File: src/hw/rtl/gtp_pkg.sv
// ----------------------------------------------------------------------------
// gtp_pkg: shared types and constants of the GUID text parser
// Payload structs, character codes, classifier result type and space table.
// ----------------------------------------------------------------------------
package gtp_pkg;

  typedef struct packed {
    logic [15:0] char_code;
    logic        last;
  } in_item_t;

  typedef struct packed {
    logic        status;
    logic [1:0]  format_used;
    logic [31:0] part_one;
    logic [15:0] part_two;
    logic [15:0] part_three;
    logic [63:0] tail_bytes;
  } out_item_t;

  // Classification of one character, handed from the classifier to the parser.
  typedef struct packed {
    logic       is_space;
    logic       is_digit;
    logic [3:0] nibble;
  } char_class_t;

  localparam logic [15:0] CH_DASH   = 16'h002D;
  localparam logic [15:0] CH_LBRACE = 16'h007B;
  localparam logic [15:0] CH_RBRACE = 16'h007D;
  localparam logic [15:0] CH_LPAREN = 16'h0028;
  localparam logic [15:0] CH_RPAREN = 16'h0029;
  localparam logic [15:0] CH_COMMA  = 16'h002C;
  localparam logic [15:0] CH_ZERO   = 16'h0030;
  localparam logic [15:0] CH_LOW_X  = 16'h0078;
  localparam logic [15:0] CH_UP_X   = 16'h0058;

  localparam logic [1:0] FMT_DASHED = 2'd0;
  localparam logic [1:0] FMT_LIST   = 2'd1;
  localparam logic [1:0] FMT_PLAIN  = 2'd2;

  localparam logic [1:0] CLOSER_NONE  = 2'd0;
  localparam logic [1:0] CLOSER_BRACE = 2'd1;
  localparam logic [1:0] CLOSER_PAREN = 2'd2;

  localparam logic [2:0] PH_OPEN   = 3'd0;
  localparam logic [2:0] PH_ZERO   = 3'd1;
  localparam logic [2:0] PH_X      = 3'd2;
  localparam logic [2:0] PH_DIGITS = 3'd3;
  localparam logic [2:0] PH_BRACE  = 3'd4;
  localparam logic [2:0] PH_CLOSE  = 3'd5;
  localparam logic [2:0] PH_DONE   = 3'd6;

  localparam int SPACE_COUNT = 26;
  localparam logic [15:0] SPACE_CODES [SPACE_COUNT] = '{
    16'h0020, 16'h1680, 16'h180E, 16'h2000, 16'h2001, 16'h2002, 16'h2003, 16'h2004,
    16'h2005, 16'h2006, 16'h2007, 16'h2008, 16'h2009, 16'h200A, 16'h202F, 16'h205F,
    16'h3000, 16'h2028, 16'h2029, 16'h0009, 16'h000A, 16'h000B, 16'h000C, 16'h000D,
    16'h0085, 16'h00A0
  };

endpackage

File: src/hw/rtl/gtp_classify.sv
// ----------------------------------------------------------------------------
// gtp_classify: character classifier
// Flags whitespace and hex digits and gives the digit value.
// ----------------------------------------------------------------------------
module gtp_classify (
  input  logic [15:0]         char_code,
  output gtp_pkg::char_class_t cls
);

  always_comb begin
    cls = '0;
    for (int i = 0; i < gtp_pkg::SPACE_COUNT; i++) begin
      if (char_code == gtp_pkg::SPACE_CODES[i]) cls.is_space = 1'b1;
    end
    if (char_code >= 16'h0030 && char_code <= 16'h0039) begin
      cls.is_digit = 1'b1;
      cls.nibble   = 4'(char_code - 16'h0030);
    end else if (char_code >= 16'h0061 && char_code <= 16'h0066) begin
      cls.is_digit = 1'b1;
      cls.nibble   = 4'(char_code - 16'h0057);
    end else if (char_code >= 16'h0041 && char_code <= 16'h0046) begin
      cls.is_digit = 1'b1;
      cls.nibble   = 4'(char_code - 16'h0037);
    end
  end

endmodule

File: src/hw/rtl/guid_text_parser.sv
// ----------------------------------------------------------------------------
// guid_text_parser: streaming GUID string parser for dashed, plain and
// braced hex-list text, one character a cycle unless stalled.
// ----------------------------------------------------------------------------
//
//   channel | signals                          | payload
//   --------+----------------------------------+----------------------------
//   input   | in_valid, in_ready, in_data      | char_code, last
//   output  | out_valid, out_ready, out_data   | status, format, four fields
//
// One character is taken every cycle unless stalled; per character only
// small counters and registers, a 128-bit nibble shift register and a
// 128-bit list accumulator change. A result enters the output register
// after the character carrying last leaves the input register. The output
// register holds while out_ready is low; only a staged last character then
// stalls the input. Reset (rst, synchronous) clears all parser state.
//
module guid_text_parser (
  input  logic                clk,
  input  logic                rst,
  input  logic                in_valid,
  output logic                in_ready,
  input  gtp_pkg::in_item_t   in_data,
  output logic                out_valid,
  input  logic                out_ready,
  output gtp_pkg::out_item_t  out_data
);

  // Input register.
  logic              in_full;
  gtp_pkg::in_item_t in_reg;

  // Parser state.
  logic saw_dash, saw_open_brace, content_started, trailing_space_seen, string_ended;
  logic [5:0]  dashed_position;
  logic [1:0]  dashed_closer;
  logic        dashed_failed;
  logic [5:0]  plain_count;
  logic        plain_failed;
  logic [127:0] digit_acc;
  logic [2:0]  list_phase;
  logic [3:0]  list_field;
  logic [3:0]  list_significant;
  logic        list_any_digit;
  logic        list_failed;
  logic [31:0] list_value;
  logic [127:0] list_acc;

  gtp_pkg::char_class_t cls;
  logic stage_go;

  gtp_classify u_classify (.char_code(in_reg.char_code), .cls(cls));

  // The staged character moves on unless it closes a string while the
  // output register is still occupied.
  assign stage_go = in_full && !(in_reg.last && out_valid && !out_ready);
  assign in_ready = !in_full || stage_go;

  always_ff @(posedge clk) begin
    if (rst) begin
      in_full <= 1'b0;
    end else if (in_ready) begin
      in_full <= in_valid;
      if (in_valid) in_reg <= in_data;
    end
  end

  // Next-state logic for one character.
  logic s_dash, s_brace, s_started, s_trail, s_ended;
  logic [5:0]  d_pos;
  logic [1:0]  d_closer;
  logic        d_fail;
  logic [5:0]  p_cnt;
  logic        p_fail;
  logic [127:0] d_acc;
  logic [2:0]  l_phase;
  logic [3:0]  l_field;
  logic [3:0]  l_sig;
  logic        l_any;
  logic        l_fail;
  logic [31:0] l_val;
  logic [127:0] l_acc;
  logic [3:0]  l_limit;
  logic [3:0]  l_sig_inc;
  logic        dash_slot;
  logic [15:0] want;
  logic [15:0] c;
  logic [3:0]  tail_idx;

  always_comb begin
    c = in_reg.char_code;
    s_dash = saw_dash; s_brace = saw_open_brace; s_started = content_started;
    s_trail = trailing_space_seen; s_ended = string_ended;
    d_pos = dashed_position; d_closer = dashed_closer; d_fail = dashed_failed;
    p_cnt = plain_count; p_fail = plain_failed; d_acc = digit_acc;
    l_phase = list_phase; l_field = list_field; l_sig = list_significant;
    l_any = list_any_digit; l_fail = list_failed; l_val = list_value; l_acc = list_acc;
    l_limit = (list_field == 4'd0) ? 4'd8 : ((list_field <= 4'd2) ? 4'd4 : 4'd2);
    l_sig_inc = list_significant + 4'd1;
    dash_slot = (dashed_position == 6'd8) || (dashed_position == 6'd13) ||
                (dashed_position == 6'd18) || (dashed_position == 6'd23);
    want = (dashed_closer == gtp_pkg::CLOSER_BRACE) ? gtp_pkg::CH_RBRACE
                                                    : gtp_pkg::CH_RPAREN;
    tail_idx = 4'd10 - list_field;
    if (!string_ended) begin
      if (c == 16'd0) begin
        s_ended = 1'b1;
      end else if (cls.is_space) begin
        if (content_started) s_trail = 1'b1;
      end else begin
        if (c == gtp_pkg::CH_DASH) s_dash = 1'b1;
        if (c == gtp_pkg::CH_LBRACE) s_brace = 1'b1;
        // Hex-list grammar.
        if (!list_failed) begin
          unique case (list_phase)
            gtp_pkg::PH_OPEN: begin
              if (c == gtp_pkg::CH_LBRACE) l_phase = gtp_pkg::PH_ZERO; else l_fail = 1'b1;
            end
            gtp_pkg::PH_ZERO: begin
              if (c == gtp_pkg::CH_ZERO) l_phase = gtp_pkg::PH_X; else l_fail = 1'b1;
            end
            gtp_pkg::PH_X: begin
              if (c == gtp_pkg::CH_LOW_X || c == gtp_pkg::CH_UP_X) begin
                l_phase = gtp_pkg::PH_DIGITS; l_sig = '0; l_any = 1'b0; l_val = '0;
              end else begin
                l_fail = 1'b1;
              end
            end
            gtp_pkg::PH_DIGITS: begin
              if (cls.is_digit) begin
                l_any = 1'b1;
                if (list_significant != 4'd0 || cls.nibble != 4'd0) begin
                  l_sig = l_sig_inc;
                  if (l_sig_inc > l_limit) l_fail = 1'b1;
                end
                if (!l_fail) l_val = {list_value[27:0], cls.nibble};
              end else if (!list_any_digit) begin
                l_fail = 1'b1;
              end else begin
                if (list_field == 4'd0) l_acc[127:96] = l_acc[127:96] | list_value;
                else if (list_field == 4'd1) l_acc[95:80] = l_acc[95:80] | list_value[15:0];
                else if (list_field == 4'd2) l_acc[79:64] = l_acc[79:64] | list_value[15:0];
                else if (list_field <= 4'd10)
                  l_acc[63:0] = l_acc[63:0] | (64'(list_value[7:0]) << {tail_idx, 3'b000});
                if (list_field >= 4'd10) begin
                  if (c == gtp_pkg::CH_RBRACE) l_phase = gtp_pkg::PH_CLOSE; else l_fail = 1'b1;
                end else if (c == gtp_pkg::CH_COMMA) begin
                  l_phase = (list_field == 4'd2) ? gtp_pkg::PH_BRACE : gtp_pkg::PH_ZERO;
                  l_field = list_field + 4'd1;
                end else begin
                  l_fail = 1'b1;
                end
              end
            end
            gtp_pkg::PH_BRACE: begin
              if (c == gtp_pkg::CH_LBRACE) l_phase = gtp_pkg::PH_ZERO; else l_fail = 1'b1;
            end
            gtp_pkg::PH_CLOSE: begin
              if (c == gtp_pkg::CH_RBRACE) l_phase = gtp_pkg::PH_DONE; else l_fail = 1'b1;
            end
            default: l_fail = 1'b1;
          endcase
        end
        if (trailing_space_seen) begin
          d_fail = 1'b1;
          p_fail = 1'b1;
        end
        s_started = 1'b1;
        if (cls.is_digit) d_acc = {digit_acc[123:0], cls.nibble};
        // Dashed grammar.
        if (!content_started && (c == gtp_pkg::CH_LBRACE || c == gtp_pkg::CH_LPAREN)) begin
          d_closer = (c == gtp_pkg::CH_LBRACE) ? gtp_pkg::CLOSER_BRACE
                                               : gtp_pkg::CLOSER_PAREN;
        end else if (!d_fail) begin
          if (dashed_position < 6'd36) begin
            if (dash_slot ? (c == gtp_pkg::CH_DASH) : cls.is_digit)
              d_pos = dashed_position + 6'd1;
            else
              d_fail = 1'b1;
          end else if (dashed_position == 6'd36 && dashed_closer != gtp_pkg::CLOSER_NONE) begin
            if (c == want) d_pos = 6'd37; else d_fail = 1'b1;
          end else begin
            d_fail = 1'b1;
          end
        end
        // Plain grammar.
        if (!p_fail) begin
          if (cls.is_digit && plain_count < 6'd32) p_cnt = plain_count + 6'd1;
          else p_fail = 1'b1;
        end
      end
    end
  end

  // Result selection for a closing character.
  gtp_pkg::out_item_t result;
  logic ok;
  logic [127:0] src;

  always_comb begin
    if (s_dash) begin
      result.format_used = gtp_pkg::FMT_DASHED;
      ok  = !d_fail && (d_pos == ((d_closer != gtp_pkg::CLOSER_NONE) ? 6'd37 : 6'd36));
      src = d_acc;
    end else if (s_brace) begin
      result.format_used = gtp_pkg::FMT_LIST;
      ok  = !l_fail && (l_phase == gtp_pkg::PH_DONE);
      src = l_acc;
    end else begin
      result.format_used = gtp_pkg::FMT_PLAIN;
      ok  = !p_fail && (p_cnt == 6'd32);
      src = d_acc;
    end
    if (!ok) src = '0;
    result.status     = !ok;
    result.part_one   = src[127:96];
    result.part_two   = src[95:80];
    result.part_three = src[79:64];
    result.tail_bytes = src[63:0];
  end

  always_ff @(posedge clk) begin
    if (rst || (stage_go && in_reg.last)) begin
      saw_dash <= 1'b0; saw_open_brace <= 1'b0; content_started <= 1'b0;
      trailing_space_seen <= 1'b0; string_ended <= 1'b0;
      dashed_position <= '0; dashed_closer <= gtp_pkg::CLOSER_NONE; dashed_failed <= 1'b0;
      plain_count <= '0; plain_failed <= 1'b0; digit_acc <= '0;
      list_phase <= gtp_pkg::PH_OPEN; list_field <= '0; list_significant <= '0;
      list_any_digit <= 1'b0; list_failed <= 1'b0; list_value <= '0; list_acc <= '0;
    end else if (stage_go) begin
      saw_dash <= s_dash; saw_open_brace <= s_brace; content_started <= s_started;
      trailing_space_seen <= s_trail; string_ended <= s_ended;
      dashed_position <= d_pos; dashed_closer <= d_closer; dashed_failed <= d_fail;
      plain_count <= p_cnt; plain_failed <= p_fail; digit_acc <= d_acc;
      list_phase <= l_phase; list_field <= l_field; list_significant <= l_sig;
      list_any_digit <= l_any; list_failed <= l_fail; list_value <= l_val; list_acc <= l_acc;
    end
  end

  // Output register.
  always_ff @(posedge clk) begin
    if (rst) begin
      out_valid <= 1'b0;
    end else if (stage_go && in_reg.last) begin
      out_valid <= 1'b1;
      out_data  <= result;
    end else if (out_ready) begin
      out_valid <= 1'b0;
    end
  end

endmodule

File: config.mk
export PLATFORM = sky130hd
export DESIGN_NAME = guid_text_parser
export DESIGN_NICKNAME = d
export VERILOG_FILES = /design/src/hw/rtl/gtp_pkg.sv /design/src/hw/rtl/gtp_classify.sv /design/src/hw/rtl/guid_text_parser.sv
export SDC_FILE = /design/constraint.sdc
export NUM_CORES = 1
export LEC_CHECK = 0
export ABC_AREA = 0
export BUFFER_PORTS_ARGS = -buffer_cell sky130_fd_sc_hd__buf_2
export CAP_MARGIN = 5
export CORE_UTILIZATION = 40
export DETAILED_ROUTE_END_ITERATION = 6
export MAX_ROUTING_LAYER = met4
export RECOVER_POWER = 50
export REMOVE_ABC_BUFFERS = 1
export SLEW_MARGIN = 20
export SYNTH_ARGS = -nofsm -noshare
export SYNTH_HDL_FRONTEND = slang
export SYNTH_SLANG_ARGS = --single-unit
File: constraint.sdc
create_clock -name clk -period 9.9 [get_ports clk]
set_clock_uncertainty 0.1 [all_clocks]
set_input_delay 0.495 -clock clk [delete_from_list [all_inputs] [get_ports clk]]
set_output_delay 0.495 -clock clk [all_outputs]
set_load 0.005 [all_outputs]
==> results.tsv <==
metric	value	unit
p_leak	8.854	nW
finalMaxSlewViolations	325	
switchingPower	0.0009153	W
critical-path-top-delay-family	simple AND/OR/NAND/NOR gates	
nNetsFinal	2206	
grt_pass1_vias	16760	
cts_buffer_depth	3	
finalWeightedCongestion	0.8608	
syn_to_final_growth	12.27	%
htreeDepth	2	
cts_tree	built	
fmax	126.5	MHz
antennaDiodeCount	0	
wl_per_cell	21.30	um
post-synth-top-area-fraction	29.59	%
power_frac_clock	45.7	%
start_kind	register	
violations	capacitance limit, slew limit	
ctsResizeCount	0	
synth.distinct_cells	84	
syn_inst	2131	
drive_gt1_share	15.35	%
antenna_found_initial	0	
die_w	236.1	um
synth_edf_count	148	
cpMostUsedCell	nand2_1	
dpl.hpwl	36620	um
relSlewSlack	-178.1	%
rsz0062_at_grt	no	
drcViolationCount	0	
dieArea	55740	um2
crit_type	register to register	
syn-cell-area	21920	um2
dpl_worst_slack	3.252	ns
crit_fanout	41	
core	54030	um2
crit_buf_inv	1	
drv_cap	8	
dr.pass1.iters	5	
detail-route-antenna-nets	0	
grt_overflow	0	
drt-vias-per-instance	5.957	
synth_top_cell_by_area	dfxtp_1	
clk_latency	0.60	ns
critical_path.endpoint_type	register	
fin_cells	2904	
clock-sinks	472	
power_density	163.2	nW/um2
arrival	8.32	ns
switching_share	22.80	%
status	finished, violations left	
cpMaxStageDelayCell	clkbuf_1	
largest_register	out_data	
grt_pass1_wl	97030	um
ys.flop_type	dfxtp_1	
avgSynthCellArea	10.29	um2
routed_wirelength	61860	um
tightest_slew	4.172	ns
largest_register_ffs	131	
p_int	0.003100	W
combPwrFrac	3.4	%
grt_usage	22.33	%
yosysWarnings	0	
critical_path.max_stage_delay	1.65	ns
layout_min_cycle_time	7.908	ns
routed-via-count	17300	
reg_top3	out_data: 131 flops, digit_acc: 128 flops, list_acc: 128 flops	
hold_path_class	input port to register	
post-route-period-util	79.88	%
worst_hold_slack	0.06023	ns
post-place-cells	2791	
io_pins	154	
synth-seq-cells	472	
cts-root-buf	clkbuf_16	
cp_cell_sequence	or4_1 -> a2111oi_0 -> o21bai_1 -> nand2_1 -> nor2_1 -> clkbuf_1 -> nand2_1 -> a21oi_1	
async_flop_share	0	%
peakVddDrop	0.1248	mV
yosysSeqAreaShare	49.87	%
cts-buffers-inserted	51	
seq_power_share	50.8	%
num_rows	85	
die_height	236.1	um
clk_pin_slew	0.06	ns
worst_slack	1.992	ns
crit_required	10.31	ns
power	0.004015	W
drt-initial-drc-count	1400	
setup_viol	0	
grt_max_degree	130	
synth.area.top_cells	dfxtp_1 (30%), edfxtp_1 (20%), a221oi_2 (7.3%), a211oi_1 (6.3%), mux2i_1 (5.7%)	
hold_viol	0	
io_buffers	153	
start_util	40.57	%
==> metal layers <==
metal,part of all wire [%],track usage (%),vias up
li1,-,-,8189
met1,45,28.73,8561
met2,48,36.80,449
met3,4.8,3.300,99
met4,1.9,5.506,0
met5,0,-,-
==> power groups by stage <==
stage,Combinational [W],Clock [W],Sequential [W]
after floorplan,0.0000978,0,0.00208
after global placement,0.000131,0,0.00208
after detailed placement,0.000133,0,0.00208
after CTS,0.000139,0.00187,0.00204
after global routing,0.000153,0.00195,0.00204
final,0.000138,0.00184,0.00204
==> synth_stat cells (6+ instances only) <==
cell	number
and3_1	19
nor4_1	6
buf_1	13
a41oi_1	7
nor2_1	274
o41ai_1	6
or3_1	10
and2_1	12
a311oi_1	23
dfxtp_1	324
a21oi_1	126
a31oi_1	52
nor4b_1	6
a221oi_2	106
nor3_1	15
a211oi_1	185
o21ai_0	18
a221oi_1	20
nand4b_1	6
nor3b_1	6
buf_6	12
mux2i_1	125
buf_2	21
nand3_1	17
nor2b_1	10
nand2_1	146
clkbuf_1	179
or4_1	10
ha_1	19
a22oi_1	34
nand2b_1	7
a22o_1	33
inv_1	19
nand4_1	14
edfxtp_1	148
==> cells by family (layout without fill, tap and decap cells) <==
group                      count (synthesis)  after routing  share of synthesized area, %
DFF                                      472            472                         49.87
AOI/OAI and AO/OA                        662            662                         25.32
buffers and inverters                    247            324                         4.795
muxes                                    130            130                         5.965
and+or+nand+nor                          591            591                         12.57
adders and majority gates                 19             19                         1.085
xor gates and xnor gates                  10             10                        0.3995
==> worst paths after layout <==
path,from,to,slack (ns),cells after the start
setup / recovery,c[13],digit_acc[72],1.99,8
hold reg to reg,digit_acc[74],digit_acc[78],0.37,2
setup reg to reg,c[13],digit_acc[72],1.99,8
hold / removal,in_valid,in_full,0.06,3
==> layout make-up <==
type,instances,area (um2)
clock buffers,83,1506
clock inverters,12,92.59
fillers,5101,29420
inverters,20,75.07
multi-input cells,1412,9988
flip-flops and latches,472,10930
well taps,696,870.8
repair buffers,209,1144
==> cells in the final DEF (no fill, tap or decap), types with 7 or more instances in the layout <==
| cell | instances |
|---|---|
| buf_2 | 90 |
| o21ai_0 | 18 |
| dlygate4sd3_1 | 17 |
| edfxtp_1 | 148 |
| clkbuf_16 | 51 |
| dfxtp_1 | 323 |
| a41oi_1 | 7 |
| a221oi_2 | 106 |
| and3_1 | 19 |
| clkbuf_1 | 88 |
| nand4_1 | 14 |
| ha_1 | 19 |
| a31oi_1 | 51 |
| a311oi_1 | 23 |
| nand3_1 | 17 |
| or4_1 | 10 |
| or3_1 | 10 |
| and2_1 | 11 |
| a22o_1 | 33 |
| nand2_1 | 145 |
| a21oi_1 | 125 |
| nor3_1 | 16 |
| buf_4 | 30 |
| clkbuf_8 | 11 |
| nor2_1 | 273 |
| a22oi_1 | 34 |
| mux2i_1 | 125 |
| inv_1 | 19 |
| a221oi_1 | 20 |
| nor2b_1 | 10 |
| a211oi_1 | 185 |
==> repair_timing <==
action	in CTS	in global routing
setup buffers	0	0
hold endpoints to repair	17	0
hold buffers	17	0
==> through the flow <==
stage | area (um2) | util, % | setup TNS (ns)
5_1_grt | 24610 | 45.55 | 0
3_3_place_gp | 22980 | 42.54 | 0
2_1_floorplan | 20940 | - | -1383.99
6_report | 24610 | 45.55 | 0
4_1_cts | 24750 | 45.81 | 0
3_5_place_dp | 22980 | 42.54 | 0
==> worst register-to-register path: stages (launching register included) <==
cell and delay, ns:
edfxtp_1 0.59, or4_1 0.68, a2111oi_0 1.33, o21bai_1 0.66
nand2_1 1.31, nor2_1 1.07, clkbuf_1 1.66, nand2_1 0.21
a21oi_1 0.21
Note: power is estimated with default switching activity, not from simulation.
